$ cat src/rtl/core/scc_pkg.sv
// ----------------------------------------------------------------------------
// scc_pkg: CP15 register map
// Shared types, constants and the selector decode for the coprocessor-15
// register file.
// ----------------------------------------------------------------------------
`default_nettype none

package scc_pkg;

  localparam int NumWords = 28;
  localparam int WordIdxW = $clog2(NumWords);

  // access rights, one bit per direction and privilege level
  localparam logic [3:0] ACC_RP = 4'b0001;
  localparam logic [3:0] ACC_RU = 4'b0010;
  localparam logic [3:0] ACC_WP = 4'b0100;
  localparam logic [3:0] ACC_WU = 4'b1000;

  localparam logic [0:0] CFG_CACHE_TYPE = 1'b0;
  localparam logic [0:0] CFG_CPU_ID     = 1'b1;

  typedef enum logic [1:0] {
    KIND_STATE,
    KIND_CONST,
    KIND_CFG,
    KIND_NOP
  } kind_t;

  typedef struct packed {
    logic                found;
    kind_t               kind;
    logic [WordIdxW-1:0] idx;
    logic [3:0]          acc;
    logic [31:0]         value;
  } map_entry_t;

  localparam logic [31:0] WORD_RESET [NumWords] = '{
    32'h0005_4078, 32'h0000_000F, 32'h0, 32'h0, 32'h0, 32'h0, 32'h0,
    32'h0, 32'h0, 32'h0, 32'h0, 32'hFFFF_FFF0, 32'h0, 32'h0009_8AA4,
    32'h44E0_48E0, 32'h0, 32'h0, 32'h0, 32'h0, 32'h0, 32'h0,
    32'h0, 32'h0, 32'h0, 32'h0, 32'h0, 32'h0, 32'h0
  };

  function automatic logic [13:0] sel(input int unsigned c, input int unsigned a,
                                      input int unsigned m, input int unsigned b);
    return {4'(c), 3'(a), 4'(m), 3'(b)};
  endfunction

  function automatic map_entry_t mk(input kind_t k, input int unsigned i,
                                    input logic [3:0] acc, input logic [31:0] v);
    map_entry_t e;
    e.found = 1'b1;
    e.kind  = k;
    e.idx   = WordIdxW'(i);
    e.acc   = acc;
    e.value = v;
    return e;
  endfunction

  // Map lookup: CRn, Op1, CRm, Op2 to the implemented register, if any.
  function automatic map_entry_t decode(input logic [3:0] crn, input logic [2:0] op1,
                                        input logic [3:0] crm, input logic [2:0] op2);
    map_entry_t e;
    logic [13:0] key;
    e   = '0;
    key = {crn, op1, crm, op2};
    // main TLB lockdown entry operations
    if (crn == 4'd8 && op1 == 3'd0 && crm >= 4'd5 && crm <= 4'd7 && op2 <= 3'd3) begin
      e = mk(KIND_NOP, 0, ACC_WP, 32'h0);
    end else begin
      case (key)
        sel(0, 0, 0, 0):  e = mk(KIND_CONST, 0, ACC_RP, 32'h410F_B024);
        sel(0, 0, 0, 1):  e = mk(KIND_CFG, 0, ACC_RP, 32'h0);
        sel(0, 0, 0, 3):  e = mk(KIND_CONST, 0, ACC_RP, 32'h0000_0800);
        sel(0, 0, 0, 5):  e = mk(KIND_CFG, 1, ACC_RP, 32'h0);
        sel(0, 0, 1, 0):  e = mk(KIND_CONST, 0, ACC_RP, 32'h0000_0111);
        sel(0, 0, 1, 1):  e = mk(KIND_CONST, 0, ACC_RP, 32'h0000_0001);
        sel(0, 0, 1, 2):  e = mk(KIND_CONST, 0, ACC_RP, 32'h0000_0002);
        sel(0, 0, 1, 4):  e = mk(KIND_CONST, 0, ACC_RP, 32'h0110_0103);
        sel(0, 0, 1, 5):  e = mk(KIND_CONST, 0, ACC_RP, 32'h1002_0302);
        sel(0, 0, 1, 6):  e = mk(KIND_CONST, 0, ACC_RP, 32'h0122_2000);
        sel(0, 0, 1, 7):  e = mk(KIND_CONST, 0, ACC_RP, 32'h0);
        sel(0, 0, 2, 0):  e = mk(KIND_CONST, 0, ACC_RP, 32'h0010_0011);
        sel(0, 0, 2, 1):  e = mk(KIND_CONST, 0, ACC_RP, 32'h1200_2111);
        sel(0, 0, 2, 2):  e = mk(KIND_CONST, 0, ACC_RP, 32'h1122_1011);
        sel(0, 0, 2, 3):  e = mk(KIND_CONST, 0, ACC_RP, 32'h0110_2131);
        sel(0, 0, 2, 4):  e = mk(KIND_CONST, 0, ACC_RP, 32'h0000_0141);
        sel(1, 0, 0, 0):  e = mk(KIND_STATE, 0, ACC_RP | ACC_WP, 32'h0);
        sel(1, 0, 0, 1):  e = mk(KIND_STATE, 1, ACC_RP | ACC_WP, 32'h0);
        sel(1, 0, 0, 2):  e = mk(KIND_STATE, 2, ACC_RP | ACC_WP, 32'h0);
        sel(2, 0, 0, 0):  e = mk(KIND_STATE, 3, ACC_RP | ACC_WP, 32'h0);
        sel(2, 0, 0, 1):  e = mk(KIND_STATE, 4, ACC_RP | ACC_WP, 32'h0);
        sel(2, 0, 0, 2):  e = mk(KIND_STATE, 5, ACC_RP | ACC_WP, 32'h0);
        sel(3, 0, 0, 0):  e = mk(KIND_STATE, 6, ACC_RP | ACC_WP, 32'h0);
        sel(5, 0, 0, 0):  e = mk(KIND_STATE, 7, ACC_RP | ACC_WP, 32'h0);
        sel(5, 0, 0, 1):  e = mk(KIND_STATE, 8, ACC_RP | ACC_WP, 32'h0);
        sel(6, 0, 0, 0):  e = mk(KIND_STATE, 9, ACC_RP | ACC_WP, 32'h0);
        sel(6, 0, 0, 1):  e = mk(KIND_STATE, 10, ACC_RP | ACC_WP, 32'h0);
        sel(7, 0, 4, 0):  e = mk(KIND_CONST, 0, ACC_RP, 32'h0);
        sel(7, 0, 0, 4):  e = mk(KIND_NOP, 0, ACC_WP, 32'h0);
        sel(7, 0, 5, 0):  e = mk(KIND_NOP, 0, ACC_WP, 32'h0);
        sel(7, 0, 5, 1):  e = mk(KIND_NOP, 0, ACC_WP, 32'h0);
        sel(7, 0, 5, 2):  e = mk(KIND_NOP, 0, ACC_WP, 32'h0);
        sel(7, 0, 5, 4):  e = mk(KIND_NOP, 0, ACC_WP | ACC_WU, 32'h0);
        sel(7, 0, 5, 6):  e = mk(KIND_NOP, 0, ACC_WP, 32'h0);
        sel(7, 0, 5, 7):  e = mk(KIND_NOP, 0, ACC_WP, 32'h0);
        sel(7, 0, 6, 0):  e = mk(KIND_NOP, 0, ACC_WP, 32'h0);
        sel(7, 0, 6, 1):  e = mk(KIND_NOP, 0, ACC_WP, 32'h0);
        sel(7, 0, 6, 2):  e = mk(KIND_NOP, 0, ACC_WP, 32'h0);
        sel(7, 0, 7, 0):  e = mk(KIND_NOP, 0, ACC_WP, 32'h0);
        sel(7, 0, 10, 0): e = mk(KIND_NOP, 0, ACC_WP, 32'h0);
        sel(7, 0, 10, 1): e = mk(KIND_NOP, 0, ACC_WP, 32'h0);
        sel(7, 0, 10, 2): e = mk(KIND_NOP, 0, ACC_WP, 32'h0);
        sel(7, 0, 10, 4): e = mk(KIND_NOP, 0, ACC_WP | ACC_WU, 32'h0);
        sel(7, 0, 10, 5): e = mk(KIND_NOP, 0, ACC_WP | ACC_WU, 32'h0);
        sel(7, 0, 14, 0): e = mk(KIND_NOP, 0, ACC_WP, 32'h0);
        sel(7, 0, 14, 1): e = mk(KIND_NOP, 0, ACC_WP, 32'h0);
        sel(7, 0, 14, 2): e = mk(KIND_NOP, 0, ACC_WP, 32'h0);
        sel(9, 0, 0, 0):  e = mk(KIND_STATE, 11, ACC_RP | ACC_WP, 32'h0);
        sel(10, 0, 0, 0): e = mk(KIND_STATE, 12, ACC_RP | ACC_WP, 32'h0);
        sel(10, 0, 2, 0): e = mk(KIND_STATE, 13, ACC_RP | ACC_WP, 32'h0);
        sel(10, 0, 2, 1): e = mk(KIND_STATE, 14, ACC_RP | ACC_WP, 32'h0);
        sel(13, 0, 0, 0): e = mk(KIND_STATE, 15, ACC_RP | ACC_WP, 32'h0);
        sel(13, 0, 0, 1): e = mk(KIND_STATE, 16, ACC_RP | ACC_WP, 32'h0);
        sel(13, 0, 0, 2): e = mk(KIND_STATE, 17, ACC_RP | ACC_RU | ACC_WP | ACC_WU, 32'h0);
        sel(13, 0, 0, 3): e = mk(KIND_STATE, 18, ACC_RP | ACC_RU | ACC_WP, 32'h0);
        sel(13, 0, 0, 4): e = mk(KIND_STATE, 19, ACC_RP | ACC_WP, 32'h0);
        sel(15, 0, 12, 0): e = mk(KIND_STATE, 20, ACC_RP | ACC_WP, 32'h0);
        sel(15, 0, 12, 1): e = mk(KIND_STATE, 21, ACC_RP | ACC_WP, 32'h0);
        sel(15, 0, 12, 2): e = mk(KIND_STATE, 22, ACC_RP | ACC_WP, 32'h0);
        sel(15, 0, 12, 3): e = mk(KIND_STATE, 23, ACC_RP | ACC_WP, 32'h0);
        sel(15, 5, 4, 2): e = mk(KIND_NOP, 0, ACC_WP, 32'h0);
        sel(15, 5, 4, 4): e = mk(KIND_NOP, 0, ACC_WP, 32'h0);
        sel(15, 5, 5, 2): e = mk(KIND_STATE, 24, ACC_RP | ACC_WP, 32'h0);
        sel(15, 5, 6, 2): e = mk(KIND_STATE, 25, ACC_RP | ACC_WP, 32'h0);
        sel(15, 5, 7, 2): e = mk(KIND_STATE, 26, ACC_RP | ACC_WP, 32'h0);
        sel(15, 7, 1, 0): e = mk(KIND_STATE, 27, ACC_RP | ACC_WP, 32'h0);
        default:          e = '0;
      endcase
    end
    return e;
  endfunction

endpackage

`default_nettype wire

$ cat src/rtl/core/system_control_coprocessor_regs.sv
// ----------------------------------------------------------------------------
// system_control_coprocessor_regs: CP15 system control register file
// MRC/MCR access port over the control, translation, fault, lockdown,
// remap, thread-ID and performance-counter words of the core.
// ----------------------------------------------------------------------------
`default_nettype none

// One access per beat: the block takes a new access every cycle while the result
// side is not stalled, and returns one result beat per access. An access sits in
// the input register, where the selector is decoded and the register file is
// read or written, until the result register is free; the result register then
// holds read_data and recognized until taken. Writes commit as the access leaves
// the input register, so a read that follows a write in the next beat already
// sees the new value. Write accesses return read_data zero.
// Accesses that match no implemented register, or that the current privilege
// may not make in that direction, return recognized low and change nothing.
// Cache type and CPU ID are taken from the cfg_ port (index 0 and 1), which
// may be written only while no access is in flight.
module system_control_coprocessor_regs
  import scc_pkg::*;
(
  input  wire logic        clk,
  input  wire logic        rst_n,
  // access channel
  input  wire logic        in_valid,
  output logic             in_ready,
  input  wire logic        in_opcode,
  input  wire logic        in_privileged,
  input  wire logic [3:0]  in_crn_field,
  input  wire logic [2:0]  in_op1_field,
  input  wire logic [3:0]  in_crm_field,
  input  wire logic [2:0]  in_op2_field,
  input  wire logic [31:0] in_write_value,
  // result channel
  output logic             out_valid,
  input  wire logic        out_ready,
  output logic [31:0]      out_read_data,
  output logic             out_recognized,
  // configuration
  input  wire logic        cfg_we,
  input  wire logic [0:0]  cfg_index,
  input  wire logic [31:0] cfg_wdata
);

  // input register
  logic        s1_valid_r, s1_valid_nxt;
  logic        s1_write_r;
  logic        s1_priv_r;
  logic [3:0]  s1_crn_r;
  logic [2:0]  s1_op1_r;
  logic [3:0]  s1_crm_r;
  logic [2:0]  s1_op2_r;
  logic [31:0] s1_wval_r;

  // result register
  logic        out_valid_r, out_valid_nxt;
  logic [31:0] out_data_r, out_data_nxt;
  logic        out_hit_r, out_hit_nxt;

  // register file and config words
  logic [31:0] words_r [NumWords];
  logic [31:0] cache_type_r;
  logic [31:0] cpu_id_r;

  logic        in_fire;
  logic        s1_adv;
  logic        s1_fire;
  logic [2:0]  op1_eff;
  logic [3:0]  need;
  map_entry_t  ent;
  logic        hit;
  logic        word_we;

  // handshake: the result register frees up when taken, the input register
  // when its beat moves on
  assign s1_adv   = !out_valid_r || out_ready;
  assign in_ready = !s1_valid_r || s1_adv;
  assign in_fire  = in_valid && in_ready;
  assign s1_fire  = s1_valid_r && s1_adv;

  always_comb begin
    // privileged CRn 13 reads of PID, context ID and PRW ignore Op1
    op1_eff = s1_op1_r;
    if (!s1_write_r && s1_priv_r && s1_crn_r == 4'd13 && s1_crm_r == 4'd0 &&
        (s1_op2_r == 3'd0 || s1_op2_r == 3'd1 || s1_op2_r == 3'd4)) begin
      op1_eff = 3'd0;
    end

    if (s1_write_r) begin
      need = s1_priv_r ? ACC_WP : ACC_WU;
    end else begin
      need = s1_priv_r ? ACC_RP : ACC_RU;
    end

    ent     = decode(s1_crn_r, op1_eff, s1_crm_r, s1_op2_r);
    hit     = ent.found && ((ent.acc & need) != 4'd0);
    word_we = s1_fire && hit && s1_write_r && ent.kind == KIND_STATE;

    out_data_nxt = out_data_r;
    out_hit_nxt  = out_hit_r;
    if (s1_fire) begin
      out_hit_nxt  = hit;
      out_data_nxt = 32'h0;
      if (hit && !s1_write_r) begin
        unique case (ent.kind)
          KIND_STATE: out_data_nxt = words_r[ent.idx];
          KIND_CONST: out_data_nxt = ent.value;
          KIND_CFG:   out_data_nxt = (ent.idx[0] == CFG_CPU_ID) ? cpu_id_r : cache_type_r;
          KIND_NOP:   out_data_nxt = 32'h0;
        endcase
      end
    end

    if (in_fire) begin
      s1_valid_nxt = 1'b1;
    end else if (s1_adv) begin
      s1_valid_nxt = 1'b0;
    end else begin
      s1_valid_nxt = s1_valid_r;
    end

    if (s1_fire) begin
      out_valid_nxt = 1'b1;
    end else if (out_ready) begin
      out_valid_nxt = 1'b0;
    end else begin
      out_valid_nxt = out_valid_r;
    end
  end

  // control state, register file and config words
  always_ff @(posedge clk) begin
    if (!rst_n) begin
      s1_valid_r   <= 1'b0;
      out_valid_r  <= 1'b0;
      cache_type_r <= 32'h0;
      cpu_id_r     <= 32'h0;
      for (int i = 0; i < NumWords; i++) begin
        words_r[i] <= WORD_RESET[i];
      end
    end else begin
      s1_valid_r  <= s1_valid_nxt;
      out_valid_r <= out_valid_nxt;
      if (word_we) begin
        words_r[ent.idx] <= s1_wval_r;
      end
      if (cfg_we) begin
        if (cfg_index == CFG_CPU_ID) begin
          cpu_id_r <= cfg_wdata;
        end else begin
          cache_type_r <= cfg_wdata;
        end
      end
    end
  end

  // payload
  always_ff @(posedge clk) begin
    if (in_fire) begin
      s1_write_r <= in_opcode;
      s1_priv_r  <= in_privileged;
      s1_crn_r   <= in_crn_field;
      s1_op1_r   <= in_op1_field;
      s1_crm_r   <= in_crm_field;
      s1_op2_r   <= in_op2_field;
      s1_wval_r  <= in_write_value;
    end
    out_data_r <= out_data_nxt;
    out_hit_r  <= out_hit_nxt;
  end

  assign out_valid      = out_valid_r;
  assign out_read_data  = out_data_r;
  assign out_recognized = out_hit_r;

endmodule

`default_nettype wire

$ cat config.mk
export PLATFORM = sky130hd
export DESIGN_NAME = system_control_coprocessor_regs
export DESIGN_NICKNAME = d
export VERILOG_FILES = /design/src/rtl/core/scc_pkg.sv /design/src/rtl/core/system_control_coprocessor_regs.sv
export SDC_FILE = /design/constraint.sdc
export NUM_CORES = 2
export LEC_CHECK = 0
export BUFFER_PORTS_ARGS = -buffer_cell sky130_fd_sc_hd__buf_2
export CORE_ASPECT_RATIO = 0.5
export CORE_UTILIZATION = 55
export DETAILED_ROUTE_END_ITERATION = 7
export HOLD_SLACK_MARGIN = 0.05
export PLACE_DENSITY_LB_ADDON = 0.25
export SLEW_MARGIN = 0
export SYNTH_ARGS = -nofsm -noshare
export SYNTH_HDL_FRONTEND = slang
export SYNTH_SLANG_ARGS = --single-unit
$ cat constraint.sdc
create_clock -name clk -period 26 [get_ports clk]
set_input_delay 7.8 -clock clk [delete_from_list [all_inputs] [get_ports clk]]
set_output_delay 7.8 -clock clk [all_outputs]
set_load 0.005 [all_outputs]
Word level (Yosys, flattened, before mapping)
Memories as Yosys holds them, arrays and structs flattened.
Index checks and enable logic that the tools add are counted.
{"block": "op_classes", "order_cmp": 3, "eq_ne": 72, "mux": 19, "bitwise_logic": 2, "n_reduce_logical": 36}
{"cell": "case mux 44 bit (46 select lines)", "count": 1}
{"cell": "== test 14 x 13 -> 1 bit (second input constant)", "count": 24}
{"cell": "== test 14 bit (second input constant)", "count": 19}
{"cell": "case mux 32 bit (4 select lines)", "count": 1}
{"cell": "== test 14 x 4 -> 1 bit (second input constant)", "count": 7}
{"cell": "== test 14 x 5 -> 1 bit (second input constant)", "count": 5}
{"cell": "two-way mux 32 bit", "count": 2}
{"cell": "== test 14 x 12 -> 1 bit (second input constant)", "count": 4}
{"cell": "two-way mux 44 bit", "count": 1}
{"cell": "== test 14 x 11 -> 1 bit (second input constant)", "count": 3}
{"cell": "OR reduction 32 bit", "count": 1}
{"cell": "OR reduction 18 bit", "count": 1}
{"cell": "logical AND 1 bit", "count": 15}
{"cell": "== test 14 x 1 -> 1 bit (second input constant)", "count": 1}
{"cell": "== test 14 x 2 -> 1 bit (second input constant)", "count": 1}
{"cell": "== test 14 x 3 -> 1 bit (second input constant)", "count": 1}
{"cell": "logical NOT 14 bit", "count": 1}
{"cell": "two-way mux 1 bit", "count": 9}
{"cell": "== test 4 bit (second input constant)", "count": 2}
{"cell": "two-way mux 4 bit", "count": 2}
{"cell": "logical NOT 3 bit", "count": 2}
{"cell": "two-way mux 5 bit", "count": 1}
{"cell": "AND 4 bit", "count": 1}
{"cell": "== test 2 bit (second input constant)", "count": 2}
{"cell": "other kinds (18)", "count": 25}
{"block": "word_totals", "ff_bits": 147, "mem_bits_rw": 896, "input_bits": 86, "output_inout_bits": 35, "memories": 1}
{"name": "words_r", "depth": 28, "word_bits": 32, "rd": 1, "rd_clocked_by_memory_dff": 0, "write_ports": 28, "line": "system_control_coprocessor_regs.sv:61", "source": "logic [31:0] words_r [NumWords];"}

Depth between registers and ports, before layout
{"block": "logic_depth", "ltp_word": 23, "mapped_depth": 17, "depth_no_buf": 10}

Least setup slack after synthesis
Ideal clock, no wire load.
{"block": "synth_timing", "path_kind": "input-to-output", "from": "input port out_ready", "to": "output port in_ready", "arrival_ps": 8083, "required_time_ps": 18200, "setup_slack_ps": 10117, "stages": 2, "path_buffers": 0, "path_cell_list": "nor2b_1 nand2_1"}
{"block": "synth_between", "elab_chain_len": 2}
{"element": "start, declared", "line": "system_control_coprocessor_regs.sv:36", "source": "input wire logic out_ready,"}
{"element": "logical OR 1 bit", "line": "system_control_coprocessor_regs.sv:76", "source": "assign s1_adv = !out_valid_r || out_ready;"}
{"element": "logical OR 1 bit", "line": "system_control_coprocessor_regs.sv:77", "source": "assign in_ready = !s1_valid_r || s1_adv;"}
{"element": "end, declared", "line": "system_control_coprocessor_regs.sv:26", "source": "output logic in_ready,"}
Every way passes these cells.

Final worst setup path
Same ends and word-level chain as after synthesis.

==> results.cfg <==
[job]
cap_violations = 1

[layout]
syn2layout_area_growth_pct = 9.039
fin_util = 0.6074
drive_gt1_frac = 0.1011
layout.area.seq_sq_um = 30780
nFillCells = 6838
multi_input_area_sq_um = 17150
final_nets = 4359

[timing]
rsz0062_at_grt = false
fin_skew_ns = 0.03545
finalSetupViolations = 0
relSlewSlack = -0.008972
fin_crit_ns = 16.29
max_freq_mhz = 61.39
hold_violations = 0
tightest_slew_ns = 1.498
min_period_over_period = 0.6265
hold_ws_ns = 0.4690
drv_slew = 1
fin_ws_ns = 9.711
tns_ns = 0

[setup_path]
critPathCaptureType = output port
reg2reg_depth = 12
required_ns = 18.20
r2r_setup_slack_ns = 19.25
worstPathArrival_ns = 8.49
crit_path_start_kind = input pin
r2r-end = words_r[22][28]
critPathKind = input pin to output port
rr_startpoint = s1_crm_r[1]
cp_max_fo = 4
startpoint = out_ready

[floorplanning]
die_y_um = 213.7
io_pins = 121
fp.coreArea_sq_um = 88540
rows = 77
fp.dieW_um = 425.5
dieArea_sq_um = 90940
initial_utilization = 0.5570

[synthesis]
synth_area_sq_um = 49320
synth_area_per_cell_sq_um = 11.26
async_reset_ff_frac = 0
yosysWarnings = 0
synth_edf_count = 981
synth-seq-cells = 1047
yosys-top-cells-area = edfxtp_1 60%, nand2_1 6.2%, and2_1 5.1%, and3_1 4.6%, mux2i_1 4.6%
ys_seq_area_frac = 0.6241
netlist_instances = 4379
synth.distinct_cells = 86
yosysTopAreaCell = edfxtp_1
yosysTopAreaCellShare = 0.5973
synth-main-ff-cell = edfxtp_1

[grt]
grt_pass1_wl_um = 224300
grt-ovfl-total = 0
grt_max_degree = 164
track_usage = 0.3398
grt_pass1_vias = 33840
antenna_found_initial = 13

[min_path]
hp-start = cpu_id_r[26]
hold_depth = 2
hold_path.class = flip-flop to flip-flop
holdPathEnd = cpu_id_r[26]

[placed_design]
io_buffer_count = 120
routabilityCongestion = 0.9174
dpl_worst_slack_ns = 9.721
dp_hpwl_um = 87290

[detailed_routing]
drt-pass1-iter-count = 6
first_iter_violations = 6165
routed_wl_um = 156300
post-route-drc-count = 0
wire_per_inst_um = 28.22
vias = 36340
antenna_left = 0
vias_per_cell = 6.560

[clocking]
cts_buffer_depth = 3
cts-root-buf = clkbuf_16
clock-sinks = 1047
worst_skew_pair.late_latency_ns = 0.70
tritoncts = done
cts-resized-gates = 0
cts_made_buffers = 94
htree_levels = 3
path_clk_slew_ns = 0.06
cts_hold_buf = 0
post-cts-setup-buffer-count = 0

[power]
pwr-share-clk = 0.400
p_comb_frac = 0.041
power_frac_seq = 0.559
powerDensity_nw_per_um2 = 64.50
netSwitchingPower_mw = 0.7764
switching_share = 0.2238
leakage_nw = 21.15
vdd_drop_max_mv = 0.05345
p_int_mw = 2.692

[run_status]
violations = capacitance limit, slew limit
outcome = finished with violations
==> how the worst max path moves through the flow <==
| stage | endpoint | slack (ns) | cells after the start |
|---|---|---|---|
| finish | in_ready | 9.71 | 4 |
| floorplan | in_ready | 10.12 | 2 |
| global placement | in_ready | 9.68 | 4 |
| CTS | in_ready | 9.71 | 4 |
| detailed placement | in_ready | 9.72 | 4 |
| global route | in_ready | 9.66 | 4 |
==> cells in the final DEF, fill, tap and decap left out, types with 7 or more instances in the layout <==
cell type	synthesis	final
edfxtp_1	981	981
a22oi_1	20	20
clkbuf_16	0	95
nor2b_1	13	11
o211ai_1	8	8
or4_1	9	9
nor2_1	49	46
a21boi_0	64	64
nor2_4	5	9
nand4_1	33	33
nand3_1	143	143
a21oi_1	240	240
clkinv_2	0	12
o211a_1	11	11
o2111ai_1	7	7
clkinv_1	4	21
o22ai_1	21	21
a31oi_1	10	10
buf_2	92	119
diode_2	0	11
buf_4	11	95
nor3_2	10	10
nor4_1	9	9
or3_1	62	60
o21a_1	9	8
bufinv_16	0	7
clkbuf_1	267	24
and3_1	363	360
a32oi_1	22	22
nor2_2	10	9
nand2_1	809	806
and4_1	9	9
nor3_1	101	101
dfxtp_1	66	66
o21ai_4	0	25
and2_1	402	401
mux2i_1	225	225
o21ai_0	135	109
==> critical path, cell delays in order <==
cell	delay [ns]
buf_2	0.09
nor2b_1	0.33
nand2_1	0.12
buf_2	0.14
==> power by group through the flow <==
| stage | logic, mW | registers [mW] | clock network, mW |
|---|---|---|---|
| after floorplan | 0.0785 | 1.96 | 0 |
| after global placement | 0.134 | 1.97 | 0 |
| after detailed placement | 0.138 | 1.97 | 0 |
| after CTS | 0.138 | 1.94 | 1.39 |
| after global routing | 0.149 | 1.94 | 1.45 |
| final | 0.142 | 1.94 | 1.39 |
==> routing by layer <==
| metal | vias to the layer above | global-route usage | wire, um |
|---|---|---|---|
| li1 | 15520 | - | - |
| met1 | 17860 | 0.4774 | 60290 |
| met2 | 2610 | 0.5085 | 68450 |
| met3 | 338 | 0.1033 | 23050 |
| met4 | 6 | 0.1046 | 4499 |
| met5 | - | 0 | 34 |
==> registers in the layout, indices dropped and copies added (netlist names) <==
name and flops:
s1_op2_r 3, s1_crm_r 4, s1_valid_r 1, out_recognized 1, cpu_id_r 32, s1_write_r 1
s1_op1_r 3, out_read_data 32, cache_type_r 32, s1_wval_r 32, words_r 900, s1_crn_r 4
s1_priv_r 1, out_valid 1
==> stage by stage <==
stage          total power, mW  cells  instance area, sq um
6_report                 3.469   5539                 53780
5_1_grt                  3.545   5528                 53750
4_1_cts                  3.463   5527                 53740
3_5_place_dp             2.112   5361                 50790
3_3_place_gp             2.105   5361                 50790
2_1_floorplan            2.037   4382                 49330
==> area by class of cell <==
class | instances | share of cell area
Clock buffer | 124 | 0.04716
Timing Repair Buffer | 217 | 0.02529
Antenna cell | 11 | 0.0005119
Tap cell | 1185 | 0.02757
Clock inverter | 42 | 0.007678
Sequential cell | 1047 | 0.5724
Multi-Input combinational cell | 2906 | 0.3189
Inverter | 7 | 0.0004886
==> cell usage after synthesis, types with 66 or more instances <==
| library cell | instances |
|---|---|
| edfxtp_1 | 981 |
| nand2_1 | 809 |
| and2_1 | 402 |
| and3_1 | 363 |
| clkbuf_1 | 267 |
| a21oi_1 | 240 |
| mux2i_1 | 225 |
| nand3_1 | 143 |
| o21ai_0 | 135 |
| nor3_1 | 101 |
| buf_2 | 92 |
| dfxtp_1 | 66 |
==> kinds of logic after synthesis <==
logic type	after synthesis	synth area share
buf+inv	429	0.03630
other cells	1	0.00007604
simple gates	2079	0.2197
compound gates	592	0.07307
flops	1047	0.6241
xor+xnor	5	0.0008881
mux	226	0.04590
No activity file was read; power rests on OpenSTA's default activity.
